--- src/design/dsc_pkg.sv ---
// Package for the source-chain DMA channel: bus function codes, register
// selects, request kinds, tag fields and masks.
// No dependencies; used by dma_source_chain_channel_top.
package dsc_pkg;

    // Function of an input item
    localparam logic [1:0] FUNC_WRITE = 2'd0;
    localparam logic [1:0] FUNC_READ  = 2'd1;
    localparam logic [1:0] FUNC_TICK  = 2'd2;
    localparam logic [1:0] FUNC_TAG   = 2'd3;

    // Register selects
    localparam logic [2:0] SEL_CTRL  = 3'd0;
    localparam logic [2:0] SEL_MADR  = 3'd1;
    localparam logic [2:0] SEL_QWC   = 3'd2;
    localparam logic [2:0] SEL_TADR  = 3'd3;
    localparam logic [2:0] SEL_SAVE0 = 3'd4;
    localparam logic [2:0] SEL_SAVE1 = 3'd5;
    localparam logic [2:0] SEL_SADR  = 3'd6;
    localparam logic [2:0] SEL_STAT  = 3'd7;

    // Request kinds
    localparam logic [2:0] KIND_NONE = 3'd0;
    localparam logic [2:0] KIND_DATA = 3'd1;
    localparam logic [2:0] KIND_TAG  = 3'd2;
    localparam logic [2:0] KIND_DONE = 3'd3;
    localparam logic [2:0] KIND_BAD  = 3'd4;

    // Tag ids
    localparam logic [2:0] TAG_REFE = 3'd0;
    localparam logic [2:0] TAG_CNT  = 3'd1;
    localparam logic [2:0] TAG_NEXT = 3'd2;
    localparam logic [2:0] TAG_REF  = 3'd3;
    localparam logic [2:0] TAG_REFS = 3'd4;
    localparam logic [2:0] TAG_END  = 3'd7;
    // ids with no meaning in a source chain
    localparam logic [2:0] TAG_BAD_A = 3'd5;
    localparam logic [2:0] TAG_BAD_B = 3'd6;

    // Configuration register indexes
    localparam logic [1:0] CFG_DMAC_ENABLE = 2'd0;
    localparam logic [1:0] CFG_PRIO_ENABLES = 2'd1;

    localparam int unsigned NUM_CHANNELS = 10;
    localparam int unsigned DEF_CHANNEL_INDEX = 6;
    localparam int unsigned START_BIT = 8;
    localparam int unsigned TIE_BIT = 7;

    localparam logic [31:0] MADR_MASK = 32'h01ff_fff0;
    localparam logic [31:0] QW_BYTES  = 32'd16;

    typedef logic [NUM_CHANNELS-1:0] t_chan_vec;

endpackage

--- src/design/dma_source_chain_channel_top.sv ---
// Top level of the source-chain DMA channel with the shared status register.
// Depends on dsc_pkg.
//
// One DMA channel walking a source chain of tags. Each item is a bus register
// write, a bus register read, an advance tick or a delivered tag word, and
// every item gives exactly one result: read data, a request (data quadword
// read, tag fetch, transfer done or bad tag error) with its address, and the
// interrupt line and condition flag as they stand after the item. An item is
// registered on entry, its whole effect on the channel registers is worked
// out combinationally, and the result is held in an output register, so one
// item is taken every cycle while the result side does not stall; a stall
// there backs up through the two registers only. The controller enable and the
// channel enable mask must be written through the configuration port while
// the channel is idle; the block itself does not enforce it.
module dma_source_chain_channel_top #(
    parameter int unsigned CHANNEL_INDEX = dsc_pkg::DEF_CHANNEL_INDEX
) (
    input  logic        i_clk,
    input  logic        i_rst_n,
    // input items
    input  logic        i_in_valid,
    output logic        o_in_stall,
    input  logic [1:0]  i_func,
    input  logic [2:0]  i_reg_select,
    input  logic [31:0] i_write_data,
    input  logic [63:0] i_tag_word,
    // result items
    output logic        o_out_valid,
    input  logic        i_out_stall,
    output logic [31:0] o_read_data,
    output logic [2:0]  o_request_kind,
    output logic [31:0] o_request_address,
    output logic        o_irq_line,
    output logic        o_cond_flag,
    // configuration writes
    input  logic        i_cfg_valid,
    output logic        o_cfg_ready,
    input  logic [1:0]  i_cfg_index,
    input  logic [31:0] i_cfg_data
);

    // status bit set by this channel at the end of a transfer
    localparam logic [31:0] ChanBit = 32'd1 << CHANNEL_INDEX;

    // configuration
    logic              r_dmac_en;
    dsc_pkg::t_chan_vec r_prio_en;

    // input register
    logic        r_in_vld;
    logic [1:0]  r_func;
    logic [2:0]  r_sel;
    logic [31:0] r_wdata;
    logic [63:0] r_tag;

    // channel state
    logic [31:0] r_ctrl, n_ctrl;
    logic [31:0] r_madr, n_madr;
    logic [15:0] r_qwc,  n_qwc;
    logic [31:0] r_tadr, n_tadr;
    logic [31:0] r_save0, n_save0;
    logic [31:0] r_save1, n_save1;
    logic [31:0] r_sadr, n_sadr;
    logic [31:0] r_stat, n_stat;
    logic        r_run,  n_run;
    logic        r_endp, n_endp;

    // result
    logic        r_out_vld;
    logic [31:0] r_rdata, n_rdata;
    logic [2:0]  r_kind,  n_kind;
    logic [31:0] r_raddr, n_raddr;
    logic        r_irq,   n_irq;
    logic        r_cond,  n_cond;

    logic        adv;

    // tag fields
    logic [2:0]  tag_id;
    logic [31:0] tag_addr;
    logic        tag_irq;
    logic [15:0] tag_cnt;

    // Move the held item into the result register when that is free or being taken.
    assign adv         = r_in_vld && (!r_out_vld || !i_out_stall);
    assign o_in_stall  = r_in_vld && !adv;
    assign o_cfg_ready = 1'b1;

    assign tag_id   = r_tag[30:28];
    assign tag_addr = {1'b0, r_tag[62:32]};
    assign tag_irq  = r_tag[31];
    assign tag_cnt  = r_tag[15:0];

    always_ff @(posedge i_clk) begin
        if (!i_rst_n) begin
            r_dmac_en <= 1'b0;
            r_prio_en <= '0;
        end else if (i_cfg_valid) begin
            case (i_cfg_index)
                dsc_pkg::CFG_DMAC_ENABLE:  r_dmac_en <= i_cfg_data[0];
                dsc_pkg::CFG_PRIO_ENABLES: r_prio_en <= i_cfg_data[dsc_pkg::NUM_CHANNELS-1:0];
                default: ;
            endcase
        end
    end

    // Input register: load on acceptance, drop once passed on.
    always_ff @(posedge i_clk) begin
        if (!i_rst_n) begin
            r_in_vld <= 1'b0;
        end else if (i_in_valid && !o_in_stall) begin
            r_in_vld <= 1'b1;
        end else if (adv) begin
            r_in_vld <= 1'b0;
        end
    end

    always_ff @(posedge i_clk) begin
        if (i_in_valid && !o_in_stall) begin
            r_func  <= i_func;
            r_sel   <= i_reg_select;
            r_wdata <= i_write_data;
            r_tag   <= i_tag_word;
        end
    end

    // Work out the effect of the held item on the channel.
    always_comb begin
        n_ctrl  = r_ctrl;
        n_madr  = r_madr;
        n_qwc   = r_qwc;
        n_tadr  = r_tadr;
        n_save0 = r_save0;
        n_save1 = r_save1;
        n_sadr  = r_sadr;
        n_stat  = r_stat;
        n_run   = r_run;
        n_endp  = r_endp;
        n_rdata = '0;
        n_kind  = dsc_pkg::KIND_NONE;
        n_raddr = '0;

        case (r_func)
            dsc_pkg::FUNC_WRITE: begin
                case (r_sel)
                    dsc_pkg::SEL_CTRL: begin
                        n_ctrl = r_wdata;
                        if (r_wdata[dsc_pkg::START_BIT] && r_dmac_en) begin
                            n_run  = 1'b1;
                            n_endp = 1'b0;
                        end else begin
                            n_run = 1'b0;
                        end
                    end
                    dsc_pkg::SEL_MADR:  n_madr  = r_wdata & dsc_pkg::MADR_MASK;
                    dsc_pkg::SEL_QWC:   n_qwc   = r_wdata[15:0];
                    dsc_pkg::SEL_TADR:  n_tadr  = r_wdata;
                    dsc_pkg::SEL_SAVE0: n_save0 = r_wdata;
                    dsc_pkg::SEL_SAVE1: n_save1 = r_wdata;
                    dsc_pkg::SEL_SADR:  n_sadr  = r_wdata;
                    default: begin
                        // clear low half where written 1, toggle high half
                        n_stat = (r_stat & ~{16'h0000, r_wdata[15:0]})
                                 ^ {r_wdata[31:16], 16'h0000};
                    end
                endcase
            end
            dsc_pkg::FUNC_READ: begin
                case (r_sel)
                    dsc_pkg::SEL_CTRL:  n_rdata = r_ctrl;
                    dsc_pkg::SEL_MADR:  n_rdata = r_madr;
                    dsc_pkg::SEL_QWC:   n_rdata = {16'h0000, r_qwc};
                    dsc_pkg::SEL_TADR:  n_rdata = r_tadr;
                    dsc_pkg::SEL_SAVE0: n_rdata = r_save0;
                    dsc_pkg::SEL_SAVE1: n_rdata = r_save1;
                    dsc_pkg::SEL_SADR:  n_rdata = r_sadr;
                    default:            n_rdata = r_stat;
                endcase
            end
            dsc_pkg::FUNC_TICK: begin
                if (r_run) begin
                    if (r_qwc != 16'h0000) begin
                        n_kind  = dsc_pkg::KIND_DATA;
                        n_raddr = r_madr;
                        n_madr  = r_madr + dsc_pkg::QW_BYTES;
                        n_qwc   = r_qwc - 16'd1;
                    end else if (r_endp) begin
                        // finish: flag this channel, stop the walk
                        n_kind = dsc_pkg::KIND_DONE;
                        n_stat = r_stat | ChanBit;
                        n_ctrl[dsc_pkg::START_BIT] = 1'b0;
                        n_run  = 1'b0;
                        n_endp = 1'b0;
                    end else begin
                        n_kind  = dsc_pkg::KIND_TAG;
                        n_raddr = r_tadr;
                    end
                end
            end
            default: begin
                // tag word; ignore it unless one is awaited
                if (r_run && (r_qwc == 16'h0000) && !r_endp) begin
                    if (tag_id == dsc_pkg::TAG_BAD_A || tag_id == dsc_pkg::TAG_BAD_B) begin
                        n_kind  = dsc_pkg::KIND_BAD;
                        n_raddr = r_tadr;
                        n_ctrl[dsc_pkg::START_BIT] = 1'b0;
                        n_run  = 1'b0;
                        n_endp = 1'b0;
                    end else begin
                        n_qwc  = tag_cnt;
                        n_ctrl = {r_tag[31:16], r_ctrl[15:0]};
                        case (tag_id)
                            dsc_pkg::TAG_REFE: begin
                                n_madr = tag_addr;
                                n_tadr = r_tadr + dsc_pkg::QW_BYTES;
                                n_endp = 1'b1;
                            end
                            dsc_pkg::TAG_CNT: begin
                                n_madr = r_tadr + dsc_pkg::QW_BYTES;
                                n_tadr = r_tadr + dsc_pkg::QW_BYTES
                                         + {12'h000, tag_cnt, 4'h0};
                            end
                            dsc_pkg::TAG_NEXT: begin
                                n_madr = r_tadr + dsc_pkg::QW_BYTES;
                                n_tadr = tag_addr;
                            end
                            dsc_pkg::TAG_REF, dsc_pkg::TAG_REFS: begin
                                n_madr = tag_addr;
                                n_tadr = r_tadr + dsc_pkg::QW_BYTES;
                            end
                            default: begin
                                n_madr = r_tadr + dsc_pkg::QW_BYTES;
                                n_endp = 1'b1;
                            end
                        endcase
                        // irq with tie ends the chain after this tag
                        if (r_ctrl[dsc_pkg::TIE_BIT] && tag_irq) begin
                            n_endp = 1'b1;
                        end
                    end
                end
            end
        endcase

        n_irq  = |(n_stat[dsc_pkg::NUM_CHANNELS-1:0] & n_stat[16 +: dsc_pkg::NUM_CHANNELS]);
        n_cond = &(~r_prio_en | n_stat[dsc_pkg::NUM_CHANNELS-1:0]);
    end

    // Channel state: advance only as an item passes into the result register.
    always_ff @(posedge i_clk) begin
        if (!i_rst_n) begin
            r_ctrl  <= '0;
            r_madr  <= '0;
            r_qwc   <= '0;
            r_tadr  <= '0;
            r_save0 <= '0;
            r_save1 <= '0;
            r_sadr  <= '0;
            r_stat  <= '0;
            r_run   <= 1'b0;
            r_endp  <= 1'b0;
        end else if (adv) begin
            r_ctrl  <= n_ctrl;
            r_madr  <= n_madr;
            r_qwc   <= n_qwc;
            r_tadr  <= n_tadr;
            r_save0 <= n_save0;
            r_save1 <= n_save1;
            r_sadr  <= n_sadr;
            r_stat  <= n_stat;
            r_run   <= n_run;
            r_endp  <= n_endp;
        end
    end

    // Result register: hold while stalled.
    always_ff @(posedge i_clk) begin
        if (!i_rst_n) begin
            r_out_vld <= 1'b0;
        end else if (adv) begin
            r_out_vld <= 1'b1;
        end else if (!i_out_stall) begin
            r_out_vld <= 1'b0;
        end
    end

    always_ff @(posedge i_clk) begin
        if (adv) begin
            r_rdata <= n_rdata;
            r_kind  <= n_kind;
            r_raddr <= n_raddr;
            r_irq   <= n_irq;
            r_cond  <= n_cond;
        end
    end

    assign o_out_valid       = r_out_vld;
    assign o_read_data       = r_rdata;
    assign o_request_kind    = r_kind;
    assign o_request_address = r_raddr;
    assign o_irq_line        = r_irq;
    assign o_cond_flag       = r_cond;

    // A running channel always has its start bit set.
    a_run_has_start: assert property (@(posedge i_clk) disable iff (!i_rst_n)
        r_run |-> r_ctrl[dsc_pkg::START_BIT])
        else $error("channel running with start bit clear");

    // A stopped channel issues no request.
    a_idle_no_req: assert property (@(posedge i_clk) disable iff (!i_rst_n)
        adv && !r_run |-> n_kind == dsc_pkg::KIND_NONE)
        else $error("request from a stopped channel");

    // Done leaves the channel stopped with its status bit set.
    a_done_stops: assert property (@(posedge i_clk) disable iff (!i_rst_n)
        adv && n_kind == dsc_pkg::KIND_DONE |=> !r_run && r_stat[CHANNEL_INDEX])
        else $error("transfer done without stop and status");

    // A data read advances the address by one quadword and counts down.
    a_data_step: assert property (@(posedge i_clk) disable iff (!i_rst_n)
        adv && n_kind == dsc_pkg::KIND_DATA |=>
            r_madr == $past(r_madr) + dsc_pkg::QW_BYTES && r_qwc == $past(r_qwc) - 16'd1)
        else $error("data read did not step address and count");

endmodule
--- config.mk ---
export PLATFORM = sky130hd
export DESIGN_NAME = dma_source_chain_channel_top
export DESIGN_NICKNAME = d
export VERILOG_FILES = /design/src/design/dsc_pkg.sv /design/src/design/dma_source_chain_channel_top.sv
export SDC_FILE = /design/constraint.sdc
export NUM_CORES = 1
export LEC_CHECK = 0
export ABC_AREA = 1
export BUFFER_PORTS_ARGS = -buffer_cell sky130_fd_sc_hd__buf_2
export CORE_UTILIZATION = 30
export CTS_CLUSTER_DIAMETER = 150
export DETAILED_ROUTE_END_ITERATION = 10
export MAX_ROUTING_LAYER = met4
export PLACE_DENSITY = 0.49
export SLEW_MARGIN = 40
export SYNTH_ARGS = -nofsm -noshare
export SYNTH_HDL_FRONTEND = slang
export SYNTH_SLANG_ARGS = --single-unit
--- constraint.sdc ---
create_clock -name i_clk -period 5.1 [get_ports i_clk]
set_input_delay 0.765 -clock i_clk [delete_from_list [all_inputs] [get_ports i_clk]]
set_output_delay 0.765 -clock i_clk [all_outputs]
set_load 0.01 [all_outputs]
==> results of run 1 <==
==> report_power, final <==
part	switching (mW)	internal, mW	leakage, nW	total [mW]
sequential	0.100	3.64	3.70	3.74
clock	1.52	2.03	0.775	3.55
combinational	0.628	0.233	5.36	0.861
==> state kept, by name (all words and copies together), names as in the netlist, 2 cells and up <==
signal	count
r_tadr	32
r_wdata	32
r_qwc	16
r_func	2
r_save0	32
r_tag	63
r_stat	32
r_sel	3
r_madr	32
o_read_data	32
r_ctrl	32
r_prio_en	10
r_save1	32
o_request_kind	3
r_sadr	32
o_request_address	32
==> cell families after synthesis <==
family                     share of synthesized area
DFF                                            0.473
and+or+nand+nor                                0.190
AOI/OAI and AO/OA                              0.225
adders and majority gates                     0.0178
other                                       0.000174
xor gates and xnor gates                      0.0110
buffers and inverters                         0.0821
==> final cells by class <==
type	count	area, um^2	area share
sequential	424	10200	0.407
multi-input combinational	1850	9640	0.385
clock buffer	70	1370	0.0546
timing repair buffer	229	1280	0.0513
tap	940	1180	0.0470
inverter	309	1170	0.0467
clock inverter	22	220	0.00880
==> routing by layer <==
layer  vias to the layer above  global-route usage  wire length, um
met5                         -                   -                0
met4                         0              0.0837             3110
met3                       154              0.0326             5070
met2                       797               0.403            42600
met1                      9953               0.319            39300
li1                       9685                   -                -
==> critical path, stage by stage, from the launching register on <==
cell     delay, ns
dfxtp_1       0.38
nand2_1       0.17
nor2_1        0.41
inv_1         0.14
nor2_4        0.26
xor2_1        0.23
inv_1         0.11
ha_1          0.33
nand2_1       0.11
nor2_1        0.15
and3_1        0.16
nand2_1       0.05
nand2_1       0.14
nand4_1       0.17
nand2_2       0.16
nand3_1       0.08
nand2_1       0.06
nand2_1       0.05
nand2_1       0.05
nand2_1       0.06
nand2_1       0.13
a21oi_2       0.07
==> through the flow <==
stage | utilization | hold WS [ns] | cells
global route | 0.355 | 0.296 | 3844
CTS | 0.355 | 0.294 | 3844
global placement | 0.332 | 0.436 | 3752
floorplan | - | 0.417 | 2725
detailed placement | 0.332 | 0.441 | 3752
finish | 0.355 | 0.319 | 3844
==> how the worst max path moves through the flow <==
stage / from / end / slack (ns) / depth (start not counted)
finish: r_tadr[14] / r_tadr[29] / 1.52 / 21
global route: r_tadr[17] / r_tadr[24] / 1.22 / 17
CTS: r_tadr[5] / r_tadr[29] / 1.50 / 21
detailed placement: r_tadr[5] / r_tadr[29] / 1.52 / 21
global placement: r_tadr[5] / r_tadr[29] / 1.53 / 21
floorplan: i_out_stall / o_cond_flag / 1.48 / 4
==> cell usage in the layout (no fill, tap or decap), types with 9 or more instances in the layout <==
| master | count |
|---|---|
| nor4_1 | 10 |
| buf_4 | 40 |
| o211ai_1 | 12 |
| clkbuf_1 | 16 |
| a21oi_1 | 206 |
| nand4_1 | 20 |
| clkbuf_16 | 50 |
| clkinv_2 | 9 |
| inv_2 | 18 |
| nor3_1 | 24 |
| nor2_2 | 18 |
| o21ai_0 | 361 |
| nand2_1 | 422 |
| a22oi_1 | 28 |
| ha_1 | 28 |
| o22ai_1 | 76 |
| dfxtp_1 | 255 |
| inv_1 | 284 |
| nand3_1 | 96 |
| buf_2 | 186 |
| a41oi_1 | 22 |
| a31oi_1 | 44 |
| xor2_1 | 24 |
| nor2_1 | 306 |
| a221oi_1 | 28 |
| nand2_2 | 16 |
| edfxtp_1 | 169 |
| o21ai_1 | 9 |
==> results.md, run 1 <==
- Outcome: complete, no violations
- Mapped Avg Cell Area: 7.89 um^2
- Initial core utilization: 0.305
- Post-synth top area share: 0.237
- Die Wd: 270 um
- DRC viols: 0
- R2R Path End: r_tadr[29]
- Final instance area: approximately 25,000 um^2
- Share of layout cells above drive strength 1: 0.137
- PortBufs: roughly 190
- Commonest cells post-synth: nand2_1 (422), o21ai_0 (362), nor2_1 (309)
- Worst Path Required: approximately 5.6 ns
- Slew @ Worst Pin: around 0.9 ns
- Clock root cell: clkbuf_16
- Worst hold path startpoint: i_tag_word[21]
- Synth async-reset ratio: 0
- VDD IR max: between 0.0002 and 0.00025 V
- Post-route worst setup slack: 1.52 ns
- Skew-Pair Late Insertion Delay: ~0.62 ns
- DP Worst Slack: about 1.5 ns
- Vias in the first global route: roughly 20,000
- Max Cap Violations: 0
- Crit path kind: flip-flop to flip-flop
- Critical path startpoint category: flip-flop
- DP HPWL: approximately 66,000 um
- Most frequent cell after synthesis: nand2_1
- Vias: 20,600
- GRT Resource Usage Total: 0.249
- Most used DFF post-synth: dfxtp_1
- Yosys top cell by area: dfxtp_1
- # rows: 97
- Largest net degree at the start of global routing: about 140
- Slew Limit Fails: 0
- Vias per inst: roughly 5.4
- Post-synth EDFFs: about 170
- Worst Reg-to-Reg Cells: 21
- CTS sink cnt: approximately 420
- Setup TNS: 0 ns
- Routed Antenna Nets: 0
- Ys Warns: 0
- Clock buffer depth: 3
- Worst-path fanout max: 7
- FMAX: around 280 MHz
- CTS resizes: 0
- Final RePlAce weighted congestion: around 0.96
- DR iter-0 viols: 1,847
- # diodes: 0
- CTS buffer count: 50
- Area after detailed placement: between 20,000 and 25,000 um^2
- WP data arrival: about 4.1 ns
- Syn nets: 2,895
- DIE AREA: a little over 70,000 um^2
- P_leak: roughly 9.8 nW
- Core area: slightly above 70,000 um^2
- Largest cells by area after synthesis: dfxtp_1 (24%), edfxtp_1 (24%), o21ai_0 (8.4%)
- # IOs: between 200 and 250
- Tot Pwr: between 8 and 9 mW
- Pre-antenna DRT Iters: 6
- # fillers: 7,372
- Yosys cell types: 63
- CTS clk-pin slew, worst paths: roughly 0.06 ns
- Final Hold Fails: 0
- Chip height: between 200 and 300 um
- Synthesized area: between 20,000 and 25,000 um^2
- Crit end category: flip-flop
- RSZ-0062 raised after global routing: false
- Slew margin rel.: 0.404
- Clock Skew: 0.0332 ns
- Final setup violation count: 0
- Hold EP: r_tag[21]
- Drt wl/cell: roughly 23 um
- Number of H-tree levels: 2
- Gate Count Post-Synth: roughly 2,700
- Wirelength, routed: ~90,000 um
- Hold path depth: 1
- Period utilization: 0.701
- Initial antenna violation count: 2
- Sequential area share after synthesis: 0.473
- Total power per unit cell area: between 300 and 400 nW/um^2
- Crit path time final: between 3 and 4 ns
- Worst r2r src: r_tadr[14]
- First-pass GRT wire length: about 130,000 um
- Class of the tightest hold or removal check: primary input to flip-flop
- NumNets Final: between 3,000 and 4,000
- Flops & latches, synth: around 420
- Area delta synth->final: 16.4%
- Post-CTS Setup Inserts: 0
- Hold buffer count at cts: 0
- CTS tree: yes
- Register-to-Register Setup Slack: 1.52 ns
- Grt ovf: 0
Power figures use the tool's default switching activity.
==> run 2: changes to the inputs <==
- PLACE_DENSITY: 0.49 -> 0.51
- clock period: 5.1 -> 3.1 ns (I/O delays scaled with it)
==> run 2 against run 1 <==
Compared with the run above:
- sequential power increased by 64%
- non-clock buffer count increased by 104
- core utilization increased by 2.0 points
- die area unchanged
- fmax increased by 20%
- final cell count increased by 2.8%
- critical endpoint is now r_tadr[25]
- highest routed layer unchanged
==> results.md, run 2 (synthesis gave the netlist of run 1 again) <==
- Max Cap Violations: 0 (unchanged)
- DRC viols: 0 (unchanged)
- Cell-internal power: 10.1 mW (was 5.90 mW)
- Initial core utilization: 0.305 (unchanged)
- Largest net degree at the start of global routing: 117 (was 138)
- Post-route worst setup slack: 0.123 ns (was 1.52 ns)
- Clock root cell: clkbuf_16 (unchanged)
- Crit path largest cell delay: 0.36 ns (was 0.41 ns)
- Final setup violation count: 0 (unchanged)
- FMAX: 336 MHz (was 280 MHz)
- Slew Limit Fails: 0 (unchanged)
- Slowest CP cell: dfxtp_2 (was nor2_1)
- Vias in the first global route: 20,100 (was 19,500)
- Worst-path fanout max: 4 (was 7)
- Crit path kind: flip-flop to flip-flop (unchanged)
- Vias per inst: 5.33 (was 5.36)
- NetSw: 3.77 mW (was 2.25 mW)
- Initial antenna violation count: 2 (unchanged)
- Crit end category: flip-flop (unchanged)
- Post-route insts no fill: 3,952 (was 3,844)
- Slew @ Worst Pin: 0.817 ns (was 0.892 ns)
- Final RePlAce weighted congestion: 0.978 (was 0.958)
- Worst Reg-to-Reg Cells: 22 (was 21)
- Register Area: 10,200 um^2 (about the same)
- Chip height: 270 um (unchanged)
- Slew margin rel.: 0.455 (was 0.404)
- Core area: 70,500 um^2 (unchanged)
- Final Hold Fails: 0 (unchanged)
- Pre-antenna DRT Iters: 6 (unchanged)
- # fillers: 7,261 (was 7,372)
- PortBufs: 187 (unchanged)
- Vias: 21,100 (was 20,600)
- Period utilization: 0.960 (was 0.701)
- Biggest register: r_tag (unchanged)
- DP Worst Slack: -0.0263 ns (was 1.52 ns)
- Placed insts: 3,843 (was 3,752)
- DP HPWL: 67,800 um (was 65,800 um)
- CTS buffer count: 51 (was 50)
- Drt wl/cell: 23.0 um (was 23.4 um)
- WP data arrival: 3.46 ns (was 4.08 ns)
- Crit. Startpoint: r_tadr[5] (was r_tadr[14])
- Switch share: 0.272 (was 0.276)
- CTS sink cnt: 424 (unchanged)
- DIE AREA: 72,700 um^2 (unchanged)
- Grt ovf: 0 (unchanged)
- Final instance area: 26,400 um^2 (was 25,000 um^2)
- VDD IR max: 0.000384 V (was 0.000232 V)
- Setup TNS: 0 ns (unchanged)
- # IOs: 212 (unchanged)
- Number of H-tree levels: 2 (unchanged)
- Worst setup path endpoint: r_tadr[25] (was r_tadr[29])
- NumNets Final: 3,139 (was 3,034)
- R2R Path End: r_tadr[25] (was r_tadr[29])
- Die Wd: 270 um (unchanged)
- Share of layout cells above drive strength 1: 0.186 (was 0.137)
- Class of the tightest hold or removal check: primary input to flip-flop (unchanged)
- Area after detailed placement: 24,200 um^2 (was 23,400 um^2)
- Worst r2r src: r_tadr[5] (was r_tadr[14])
- DR iter-0 viols: 2,062 (was 1,847)
- Skew-Pair Late Insertion Delay: 0.61 ns (was 0.62 ns)
- Sequential share of power: 0.444 (was 0.459)
- Routed Antenna Nets: 0 (unchanged)
- P_leak: 10.5 nW (was 9.83 nW)
- Critical Path Most Common Cell: nand2_1 (unchanged)
- Clock Skew: 0.0216 ns (was 0.0332 ns)
- CTS tree: yes (unchanged)
- First-pass GRT wire length: 132,000 um (about the same)
- Most frequent cells in the layout: nand2_1 (411), o21ai_0 (360), nor2_1 (303) (was nand2_1 (422), o21ai_0 (361), nor2_1 (306))
- GRT Resource Usage Total: 0.249 (about the same)
- Area delta synth->final: 22.9% (was 16.4%)
- Register-to-Register Setup Slack: 0.12 ns (was 1.52 ns)
- # rows: 97 (unchanged)
- Wirelength, routed: 91,000 um (was 90,100 um)
- Clock share of power: 0.448 (was 0.435)
- Critical path startpoint category: flip-flop (unchanged)
- Worst Path Required: 3.58 ns (was 5.60 ns)
- Clock buffer depth: 3 (unchanged)
- Total power per unit cell area: 525 nW/um^2 (was 326 nW/um^2)
- Max reg flops: 63 (unchanged)
- Combinational share of power: 0.108 (was 0.106)
- Crit path time final: 2.98 ns (was 3.58 ns)
- Crit-path cells: ha_4 -> nand2_4 -> nor2_4 -> buf_6 -> nand3_4 -> xor2_4 -> ha_4 -> nand2_2 -> nor2_4 -> and3_1 -> nand2_1 -> nand2_2 -> nand4_1 -> nand2_2 -> buf_4 -> nand2_1 -> nand2_1 -> nand2_1 -> nand2_1 -> nand3_1 -> nand2_1 -> a21oi_1 (was nand2_1 -> nor2_1 -> inv_1 -> nor2_4 -> xor2_1 -> inv_1 -> ha_1 -> nand2_1 -> nor2_1 -> and3_1 -> nand2_1 -> nand2_1 -> nand4_1 -> nand2_2 -> nand3_1 -> nand2_1 -> nand2_1 -> nand2_1 -> nand2_1 -> nand2_1 -> a21oi_2)
- Area of the multi-input gates: 9980 um^2 (was 9640 um^2)
- Most common cell after layout, fill and taps aside: nand2_1 (unchanged)
- Outcome: complete, no violations (unchanged)
- CTS clk-pin slew, worst paths: 0.06 ns (about the same)
## run 2: cell types whose count changed in the layout (fill, tap and decap cells not counted), sizes merged
cell and delta:
buf +101, bufinv +4, clkinvlp +3, clkbuf -12
diode +1, dlygate4sd3 +4, clkinv +7
## run 2: area by class of cell
| class | instances | share of cell area |
|---|---|---|
| clock buffers | 59 | 0.0502 |
| multi-input cells | 1850 | 0.378 |
| flip-flops and latches | 424 | 0.386 |
| repair buffers | 333 | 0.0829 |
| well taps | 940 | 0.0445 |
| inverters | 309 | 0.0443 |
| clock inverters | 36 | 0.0148 |
| diodes | 1 | 0.0000947 |
## run 2: timing repair
item                       4_1_cts  5_1_grt
hold buffers                     4        0
gates resized for setup          1       74
pin swaps                        0       20
setup endpoints to repair        3       20
setup buffers                    1        8
hold endpoints to repair         4        0
## run 2: how the worst min path moves through the flow
stage,startpoint,end,slack (ns),cells after the start
after global placement,r_stat[31],r_stat[31],0.44,1
after global routing,i_tag_word[19],r_tag[19],0.01,1
after detailed placement,r_ctrl[22],r_ctrl[22],0.44,2
final,i_write_data[10],r_wdata[10],0.03,1
after CTS,i_tag_word[56],r_tag[56],0.0002,1
after floorplan,r_stat[29],r_stat[29],0.42,1
## run 2: metal layers
metal	routed length (um)	global-route usage
met5	0	-
met4	3400	0.0927
met3	5280	0.0270
met2	43300	0.405
met1	39000	0.317
## run 2: power groups by stage
stage	registers (mW)	logic [mW]	clock network (mW)
final	6.15	1.50	6.21
after CTS	6.15	1.46	6.36
after detailed placement	6.27	1.45	0
after global routing	6.17	1.62	6.59
after global placement	6.26	1.44	0
after floorplan	6.22	0.807	0
## run 2: metrics by stage
step                 util  hold slack (ns)  power (mW)
finish              0.375           0.0321        13.9
CTS                 0.368         0.000230        14.0
global route        0.375           0.0118        14.4
floorplan               -            0.417        7.03
global placement    0.343            0.437        7.70
detailed placement  0.343            0.439        7.72
## run 2: critical path: cells and delay by family, from the launching register on
kind / cells / cell delay (ns)
simple gates: 16 / 1.51
fa+ha+maj: 2 / 0.47
flops: 1 / 0.36
buf+inv: 2 / 0.27
xor+xnor: 1 / 0.20
compound gates: 1 / 0.05
